**config.mk**
```make
export PLATFORM = sky130hd
export DESIGN_NAME = rgb_to_ansi_palette_code
export DESIGN_NICKNAME = d
export VERILOG_FILES = /design/src/design/ansipal_pkg.sv /design/src/design/ansipal_class16.sv /design/src/design/ansipal_index256.sv /design/src/design/rgb_to_ansi_palette_code.sv
export VERILOG_INCLUDE_DIRS = /design/src /design/src/design
export SDC_FILE = /design/constraint.sdc
export NUM_CORES = 1
export LEC_CHECK = 0
export BUFFER_PORTS_ARGS = -buffer_cell sky130_fd_sc_hd__buf_2
export CAP_MARGIN = 25
export CORE_ASPECT_RATIO = 0.5
export CORE_MARGIN = 10
export CORE_UTILIZATION = 55
export DETAILED_ROUTE_END_ITERATION = 16
export PLACE_DENSITY = 0.75
export RECOVER_POWER = 100
export SLEW_MARGIN = 20
export SYNTH_ARGS = -nofsm -noshare
export SYNTH_HDL_FRONTEND = slang
export SYNTH_SLANG_ARGS = --single-unit
export TNS_END_PERCENT = 100
```
**constraint.sdc**
```tcl
create_clock -name clk -period 19.3 [get_ports clk]
set_input_delay 2.895 -clock clk [delete_from_list [all_inputs] [get_ports clk]]
set_output_delay 2.895 -clock clk [all_outputs]
set_load 0.05 [all_outputs]
```
**src/design/rgb_to_ansi_palette_code_defines.svh**
```systemverilog
// assertion macros shared by the palette code block
`ifndef RGB_TO_ANSI_PALETTE_CODE_DEFINES_SVH
`define RGB_TO_ANSI_PALETTE_CODE_DEFINES_SVH

// same-cycle implication, checked outside reset
`define ANSIPAL_ASSERT_NOW(lbl, ante, cons, msg) \
    lbl: assert property (@(posedge clk) disable iff (!rst_n) (ante) |-> (cons)) \
        else $error(msg);

// next-cycle implication, checked outside reset
`define ANSIPAL_ASSERT_NEXT(lbl, ante, cons, msg) \
    lbl: assert property (@(posedge clk) disable iff (!rst_n) (ante) |=> (cons)) \
        else $error(msg);

`endif

```
**src/design/ansipal_pkg.sv**
```systemverilog
// types, codes and helpers shared by the palette code block
package ansipal_pkg;

    typedef logic [7:0] chan_t;
    typedef logic [2:0] color_t;
    typedef logic [1:0] kind_t;

    // code kinds on the result
    localparam kind_t KIND_DIRECT = 2'd0;
    localparam kind_t KIND_FG_IDX = 2'd1;
    localparam kind_t KIND_BG_IDX = 2'd2;

    // palette mode register values
    localparam logic MODE_16  = 1'b0;
    localparam logic MODE_256 = 1'b1;

    // basic colour numbers
    localparam color_t COLOR_BLACK   = 3'd0;
    localparam color_t COLOR_RED     = 3'd1;
    localparam color_t COLOR_GREEN   = 3'd2;
    localparam color_t COLOR_YELLOW  = 3'd3;
    localparam color_t COLOR_BLUE    = 3'd4;
    localparam color_t COLOR_MAGENTA = 3'd5;
    localparam color_t COLOR_CYAN    = 3'd6;
    localparam color_t COLOR_WHITE   = 3'd7;

    // sgr bases and offsets
    localparam logic [7:0] SGR_NORMAL_BASE = 8'd30;
    localparam logic [7:0] SGR_BRIGHT_BASE = 8'd90;
    localparam logic [7:0] SGR_BG_OFFSET   = 8'd10;

    // luminance thresholds on r+g+b
    localparam logic [9:0] SUM_BRIGHT = 10'd306;
    localparam logic [9:0] SUM_WHITE  = 10'd612;

    // 256-colour palette anchors
    localparam logic [7:0] IDX_CUBE_BASE  = 8'd16;
    localparam logic [7:0] IDX_CUBE_TOP   = 8'd231;
    localparam logic [7:0] IDX_RAMP_BASE  = 8'd232;
    localparam logic [7:0] IDX_RAMP_SAT   = 8'd255;
    localparam logic [4:0] RAMP_STEP_LAST = 5'd24;
    localparam chan_t      RAMP_LOW       = 8'd8;
    localparam chan_t      RAMP_HIGH      = 8'd248;

    // result item on the output side
    typedef struct packed {
        logic [7:0] color_code;
        kind_t      code_kind;
    } result_t;

    // v*5/255, i.e. v/51, by threshold compares
    function automatic logic [2:0] cube_digit(input chan_t v);
        logic [2:0] d;
        if (v == 8'd255)
            d = 3'd5;
        else if (v >= 8'd204)
            d = 3'd4;
        else if (v >= 8'd153)
            d = 3'd3;
        else if (v >= 8'd102)
            d = 3'd2;
        else if (v >= 8'd51)
            d = 3'd1;
        else
            d = 3'd0;
        return d;
    endfunction

    // 5*x > 3*y, the exact form of x > 0.6*y
    function automatic logic over_six_tenths(input chan_t x, input chan_t y);
        logic [10:0] x5;
        logic [10:0] y3;
        x5 = {x, 2'b00} + {3'b000, x};
        y3 = {2'b00, y, 1'b0} + {3'b000, y};
        return x5 > y3;
    endfunction

endpackage

```
**src/design/ansipal_class16.sv**
```systemverilog
// 16-colour classifier: pixel to sgr code 30-37/90-97, shifted for background
module ansipal_class16
    import ansipal_pkg::*;
(
    input  chan_t      red,
    input  chan_t      green,
    input  chan_t      blue,
    input  logic       for_background,
    input  logic       force_bright,
    output logic [7:0] sgr_code
);

    chan_t       mx;
    chan_t       mn;
    chan_t       spread;
    logic [11:0] spread10;
    logic [9:0]  sum;
    logic        bright;
    logic        gray;
    logic        red_dom;
    logic        green_dom;
    color_t      color;
    logic [7:0]  base;

    // extremes and sum of the channels
    always_comb
    begin
        mx = (red > green) ? red : green;
        mx = (mx > blue) ? mx : blue;
        mn = (red < green) ? red : green;
        mn = (mn < blue) ? mn : blue;
        spread   = mx - mn;
        spread10 = {1'b0, spread, 3'b000} + {3'b000, spread, 1'b0};
        sum      = {2'b00, red} + {2'b00, green} + {2'b00, blue};
    end

    // brightness and low-saturation tests
    assign bright = force_bright || (sum > SUM_BRIGHT);
    assign gray   = (mx == 8'd0) || (spread10 < {4'b0000, mx});

    // dominant channel, ties to red then green
    assign red_dom   = (red >= green) && (red >= blue);
    assign green_dom = (green >= red) && (green >= blue);

    // colour selection
    always_comb
    begin
        if (gray)
            color = (sum > SUM_WHITE) ? COLOR_WHITE : COLOR_BLACK;
        else if (red_dom)
        begin
            if ((green > blue) && over_six_tenths(green, red))
                color = COLOR_YELLOW;
            else if (over_six_tenths(blue, red))
                color = COLOR_MAGENTA;
            else
                color = COLOR_RED;
        end
        else if (green_dom)
        begin
            if ((red > blue) && over_six_tenths(red, green))
                color = COLOR_YELLOW;
            else if (over_six_tenths(blue, green))
                color = COLOR_CYAN;
            else
                color = COLOR_GREEN;
        end
        else
        begin
            if ((red > green) && over_six_tenths(red, blue))
                color = COLOR_MAGENTA;
            else if (over_six_tenths(green, blue))
                color = COLOR_CYAN;
            else
                color = COLOR_BLUE;
        end
    end

    // sgr code with background shift
    assign base     = bright ? SGR_BRIGHT_BASE : SGR_NORMAL_BASE;
    assign sgr_code = base + {5'b00000, color} + (for_background ? SGR_BG_OFFSET : 8'd0);

endmodule

```
**src/design/ansipal_index256.sv**
```systemverilog
// 256-colour index: gray ramp for equal channels, 6x6x6 cube otherwise
module ansipal_index256
    import ansipal_pkg::*;
(
    input  chan_t      red,
    input  chan_t      green,
    input  chan_t      blue,
    output logic [7:0] palette_index
);

    chan_t       ramp_off;
    logic [15:0] ramp_prod;
    logic [4:0]  ramp_step;
    logic [2:0]  dr;
    logic [2:0]  dg;
    logic [2:0]  db;
    logic [7:0]  cube_index;
    logic [7:0]  ramp_index;

    // ramp step (v-8)/10 as (x*205)>>11, exact for x below 1029
    always_comb
    begin
        ramp_off  = red - RAMP_LOW;
        ramp_prod = {8'd0, ramp_off} * 16'd205;
        ramp_step = ramp_prod[15:11];
    end

    // ramp entry with the top step saturated, cube black or white outside the ramp range
    always_comb
    begin
        if (red < RAMP_LOW)
            ramp_index = IDX_CUBE_BASE;
        else if (red > RAMP_HIGH)
            ramp_index = IDX_CUBE_TOP;
        else if (ramp_step >= RAMP_STEP_LAST)
            ramp_index = IDX_RAMP_SAT;
        else
            ramp_index = IDX_RAMP_BASE + {3'b000, ramp_step};
    end

    // cube coordinates and index
    always_comb
    begin
        dr = cube_digit(red);
        dg = cube_digit(green);
        db = cube_digit(blue);
        cube_index = IDX_CUBE_BASE + ({5'b00000, dr} * 8'd36)
                   + ({5'b00000, dg} * 8'd6) + {5'b00000, db};
    end

    assign palette_index = ((red == green) && (green == blue)) ? ramp_index : cube_index;

endmodule

```
**src/design/rgb_to_ansi_palette_code.sv**
```systemverilog
// top level: pixel to ansi palette code, input register, one logic pass, result register
//
// Takes one pixel item per clock while in_ready is high and returns one code item per
// pixel, passing through the input register and then the result register. The pixel
// is registered on acceptance, both the 16-colour classifier and the 256-colour index
// are worked out from that register in one pass, and the chosen code is held in the
// result register until taken. in_ready stays high while the result register is free
// or being emptied, so a full pipe of two items keeps one item per cycle flowing.
// palette_mode resets to 1 (256-colour) and is written by palette_mode_we; write
// it only while no item is in flight.
module rgb_to_ansi_palette_code
    import ansipal_pkg::*;
(
    input  logic       clk,
    input  logic       rst_n,
    input  logic       palette_mode_we,
    input  logic       palette_mode_wdata,
    input  logic       in_valid,
    output logic       in_ready,
    input  logic [7:0] red,
    input  logic [7:0] green,
    input  logic [7:0] blue,
    input  logic       for_background,
    input  logic       force_bright,
    output logic       out_valid,
    input  logic       out_ready,
    output logic [7:0] color_code,
    output logic [1:0] code_kind
);

`include "rgb_to_ansi_palette_code_defines.svh"

    logic       palette_mode_reg;
    logic       stage_valid_reg;
    logic       out_valid_reg;
    chan_t      red_reg;
    chan_t      green_reg;
    chan_t      blue_reg;
    logic       bg_reg;
    logic       bright_reg;
    logic       stage_move;
    logic [7:0] sgr_code;
    logic [7:0] palette_index;
    result_t    result_next;
    result_t    result_reg;

    // configuration register
    always_ff @(posedge clk or negedge rst_n)
    begin
        if (!rst_n)
            palette_mode_reg <= MODE_256;
        else if (palette_mode_we)
            palette_mode_reg <= palette_mode_wdata;
    end

    // flow control
    assign stage_move = !out_valid_reg || out_ready;
    assign in_ready   = !stage_valid_reg || stage_move;

    // input register valid and result valid
    always_ff @(posedge clk or negedge rst_n)
    begin
        if (!rst_n)
        begin
            stage_valid_reg <= 1'b0;
            out_valid_reg   <= 1'b0;
        end
        else
        begin
            if (in_ready)
                stage_valid_reg <= in_valid;
            if (stage_move)
                out_valid_reg <= stage_valid_reg;
        end
    end

    // input item register
    always_ff @(posedge clk)
    begin
        if (in_valid && in_ready)
        begin
            red_reg    <= red;
            green_reg  <= green;
            blue_reg   <= blue;
            bg_reg     <= for_background;
            bright_reg <= force_bright;
        end
    end

    // 16-colour classification
    ansipal_class16 u_class16 (
        .red            (red_reg),
        .green          (green_reg),
        .blue           (blue_reg),
        .for_background (bg_reg),
        .force_bright   (bright_reg),
        .sgr_code       (sgr_code)
    );

    // 256-colour index
    ansipal_index256 u_index256 (
        .red           (red_reg),
        .green         (green_reg),
        .blue          (blue_reg),
        .palette_index (palette_index)
    );

    // mode select
    always_comb
    begin
        if (palette_mode_reg == MODE_16)
        begin
            result_next.color_code = sgr_code;
            result_next.code_kind  = KIND_DIRECT;
        end
        else
        begin
            result_next.color_code = palette_index;
            result_next.code_kind  = bg_reg ? KIND_BG_IDX : KIND_FG_IDX;
        end
    end

    // result register
    always_ff @(posedge clk)
    begin
        if (stage_move && stage_valid_reg)
            result_reg <= result_next;
    end

    assign out_valid  = out_valid_reg;
    assign color_code = result_reg.color_code;
    assign code_kind  = result_reg.code_kind;

    // checks
    `ANSIPAL_ASSERT_NEXT(a_stage_held, stage_valid_reg && !stage_move, stage_valid_reg, "pixel item dropped while result stalled")
    `ANSIPAL_ASSERT_NOW(a_kind_legal, out_valid_reg, code_kind == KIND_DIRECT || code_kind == KIND_FG_IDX || code_kind == KIND_BG_IDX, "unknown code kind")
    `ANSIPAL_ASSERT_NOW(a_sgr_range, out_valid_reg && code_kind == KIND_DIRECT, (color_code >= 8'd30 && color_code <= 8'd47) || (color_code >= 8'd90 && color_code <= 8'd107), "sgr code out of range")
    `ANSIPAL_ASSERT_NOW(a_index_range, out_valid_reg && code_kind != KIND_DIRECT, color_code >= IDX_CUBE_BASE, "palette index below the cube")

endmodule
```
==> flow_summary.json <==
{
  "fp.dieW_microns": 208,
  "drc": 0,
  "netlist.top_cell.by_area": "sky130_fd_sc_hd__ha_1",
  "number_of_failing_setup_endpoints_in_the_final_timing_report": 0,
  "final_layout_size_suffix_gt1_share_pct": 6.49,
  "layout_skew_ps": 6.94,
  "worstSetupStartpointType": "flop",
  "synth.net_count": 1438,
  "worst_path_max_fanout": 15,
  "synth.distinct_cells": 76,
  "floorplan.die.height_microns": 114,
  "timing.final.crit_share_pct": 54.3,
  "first_global_vias": 8473,
  "cts_buffers": 5,
  "finalNonFillerCells": 1389,
  "postSynthRegisterBits": 39,
  "dieArea_sq_um": 23700,
  "synth_async_sr_flop_share_pct": 7.69,
  "power_leakage_nw": 5.03,
  "cts_resizes": 0,
  "wirelength_mm": 28.1,
  "htree_levels": 2,
  "post_cts_hold_buffer_count": 0,
  "synth_seq_area_share_pct": 11.9,
  "synth_cells": 1105,
  "cell_area_after_synthesis_sq_um": 9690,
  "dp.final_hpwl_mm": 23.3,
  "grt_usage_pct": 22.8,
  "grt_setup_unrepaired": "no",
  "critical_path.most_common_cell": "sky130_fd_sc_hd__ha_1",
  "worst_skew_pair_later_pin_latency_ps": 290,
  "placeableCoreArea_sq_um": 17300,
  "layout.nets": 1487,
  "post_drt_wl_per_cell_microns": 20.2,
  "grt_overflow": 0,
  "count_of_final_max_slew_check_failures": 0,
  "io_buffers": 43,
  "io_pins": 44,
  "synth-edff-count": 36,
  "critical-path-slowest-cell": "sky130_fd_sc_hd__edfxtp_1",
  "ctsLongestPathBuffers": 2,
  "final_common_cell": "sky130_fd_sc_hd__ha_1",
  "final_cell_mix": "sky130_fd_sc_hd__ha_1, sky130_fd_sc_hd__inv_1, sky130_fd_sc_hd__a21oi_1, sky130_fd_sc_hd__nor2_1, sky130_fd_sc_hd__nand2_1",
  "synth_largest_type_area_fraction_pct": 35.5,
  "worst_slew_pin_slew_ps": 905,
  "final_hold_viol_count": 0,
  "hp-class": "flop to flop",
  "worst_setup_path_class": "flop to flop",
  "timing.max_cap.violations": 0,
  "n_fill_cell": 1535,
  "antenna_cells": 0,
  "detail_route.first_pass.iterations": 5,
  "placedCellCount": 1381,
  "ys.warnings.count": 0,
  "detailedRoute.firstIterationViolations": 635,
  "via_count": 8471,
  "grt_max_degree": 19,
  "maxClockFrequency_ghz": 0.0954,
  "grt_antenna_before_repair": 0,
  "start_util_pct": 56.0,
  "clk_root_buffer_cell": "sky130_fd_sc_hd__clkbuf_16",
  "tritoncts_clock_tree": "yes",
  "crit_path_max_incr_delay_ps": 760,
  "clock-sinks": 39,
  "design_power_total_w": 0.00104,
  "grt_pass1_wl_mm": 44.2,
  "relative_slew_slack_pct": 39.0,
  "postSynthAreaPerCell_sq_um": 8.77,
  "cell_types_occupying_the_most_area_after_synthesis": "sky130_fd_sc_hd__ha_1, sky130_fd_sc_hd__edfxtp_1, sky130_fd_sc_hd__fa_1, sky130_fd_sc_hd__a21oi_1, sky130_fd_sc_hd__inv_1",
  "placement.setup.worst_slack_ps": 9330,
  "crit_path_end_kind": "flop",
  "drtAntennaViolNets": 0,
  "period_minus_slack_ps": 10480,
  "clock_transition_at_the_register_clock_pins_on_the_worst_setup_and_hold_paths_after_cts_ps": 60,
  "aggregate_negative_setup_slack_ps": 0,
  "ir_drop_mv": 0.123,
  "drt-vias-per-instance": 6.10,
  "cts_setup_buffers": 0,
  "area_delta_synth_final_pct": 6.30,
  "yosys_most_used_dff": "sky130_fd_sc_hd__edfxtp_1",
  "gpl.final_weighted_congestion": 0.983,
  "floorplan.rows": 34,
  "power_density_nw_per_um2": 101,
  "postLayoutSetupSlackWorst_ps": 8820,
  "cp.required_ps": 19300,
  "status": "finished clean",
  "crit_path_arrival_time_ps": 10480
}
-- power by group --
part	leakage [nW]	total [W]	switching, W	internal, W
Combinational	4.59	0.000841	0.000484	0.000356
Clock	0.0669	0.0000795	0.0000319	0.0000476
Sequential	0.377	0.000122	0.0000138	0.000108
Total	5.03	0.00104	0.000530	0.000512
-- synth_stat cells, types with 3 or more instances --
cell type,n
sky130_fd_sc_hd__a211oi_1,16
sky130_fd_sc_hd__a211oi_2,3
sky130_fd_sc_hd__a21boi_0,3
sky130_fd_sc_hd__a21o_1,29
sky130_fd_sc_hd__a21oi_1,92
sky130_fd_sc_hd__a21oi_2,3
sky130_fd_sc_hd__a31oi_1,7
sky130_fd_sc_hd__a41o_1,4
sky130_fd_sc_hd__and2_1,7
sky130_fd_sc_hd__and3_1,3
sky130_fd_sc_hd__and4_1,3
sky130_fd_sc_hd__clkbuf_1,7
sky130_fd_sc_hd__edfxtp_1,36
sky130_fd_sc_hd__fa_1,26
sky130_fd_sc_hd__ha_1,275
sky130_fd_sc_hd__inv_1,121
sky130_fd_sc_hd__mux2_2,5
sky130_fd_sc_hd__mux2i_1,8
sky130_fd_sc_hd__nand2_1,60
sky130_fd_sc_hd__nand2_2,3
sky130_fd_sc_hd__nand2b_1,21
sky130_fd_sc_hd__nand3_1,19
sky130_fd_sc_hd__nand4_1,19
sky130_fd_sc_hd__nor2_1,65
sky130_fd_sc_hd__nor2b_1,30
sky130_fd_sc_hd__nor3_1,5
sky130_fd_sc_hd__o211ai_1,4
sky130_fd_sc_hd__o21a_1,21
sky130_fd_sc_hd__o21ai_0,50
sky130_fd_sc_hd__o21ai_1,3
sky130_fd_sc_hd__o21bai_1,19
sky130_fd_sc_hd__o221a_2,3
sky130_fd_sc_hd__o221ai_1,6
sky130_fd_sc_hd__o32a_1,3
sky130_fd_sc_hd__o32ai_1,3
sky130_fd_sc_hd__or3_1,3
sky130_fd_sc_hd__xnor2_1,51
sky130_fd_sc_hd__xor2_1,20
-- metal layers --
layer	up-vias	track usage, %	wire [microns]
met5	-	0	0
met4	0	3.98	440
met3	44	5.02	2320
met2	317	38.8	12600
met1	4045	29.5	12700
li1	4065	-	-
-- worst max-delay path, delay by kind of cell (launching register included) --
| kind | cells | cell delay, ps |
|---|---|---|
| XOR/XNOR | 1 | 140 |
| buffers and inverters | 4 | 470 |
| adder cells (fa/ha/maj) | 7 | 2070 |
| AO/OA/AOI/OAI | 16 | 4210 |
| multiplexers | 1 | 360 |
| AND/OR/NAND/NOR | 9 | 2190 |
| flip-flops | 1 | 760 |
-- path summary, 6_finish.rpt --
path	from	endpoint	slack (ps)	depth (start not counted)
min reg2reg	stage_valid_reg$_DFFE_PN0N_	out_valid$_DFFE_PN0P_	490	1
max in group asynchronous	rst_n	palette_mode_reg$_DFFE_PN1P_	16660	1
max	green_reg[1]$_DFFE_PP_	color_code[4]$_DFFE_PP_	8820	38
min in group asynchronous	rst_n	out_valid$_DFFE_PN0P_	2410	1
max reg2reg	green_reg[1]$_DFFE_PP_	color_code[4]$_DFFE_PP_	8820	38
min	stage_valid_reg$_DFFE_PN0N_	out_valid$_DFFE_PN0P_	490	1
-- through the flow --
step	hold WS [ps]	area (sq um)	utilization, %
detailed placement	485	10200	59.1
CTS	498	10400	59.9
floorplan	449	9690	-
finish	493	10300	59.5
global placement	468	10200	59.0
global route	539	10300	59.5
-- area by class of cell --
type,instances,area [sq um],area share [%]
clock buffers,6,129,1.25
clock inverters,2,12.5,0.121
inverters,121,454,4.41
multi-input cells,936,8000,77.7
flip-flops and latches,39,1160,11.2
well taps,234,293,2.84
repair buffers,51,255,2.48
-- logic make-up after synthesis --
family                   count (synthesis)  synth area share, %
AND/OR/NAND/NOR                        249                 12.9
multiplexers                            15                 1.79
XOR/XNOR                                71                 6.42
buffers and inverters                  130                 5.06
flip-flops                              39                 11.9
AO/OA/AOI/OAI                          299                 20.9
adder cells (fa/ha/maj)                302                 41.0
(Power assumes the default switching activity.)
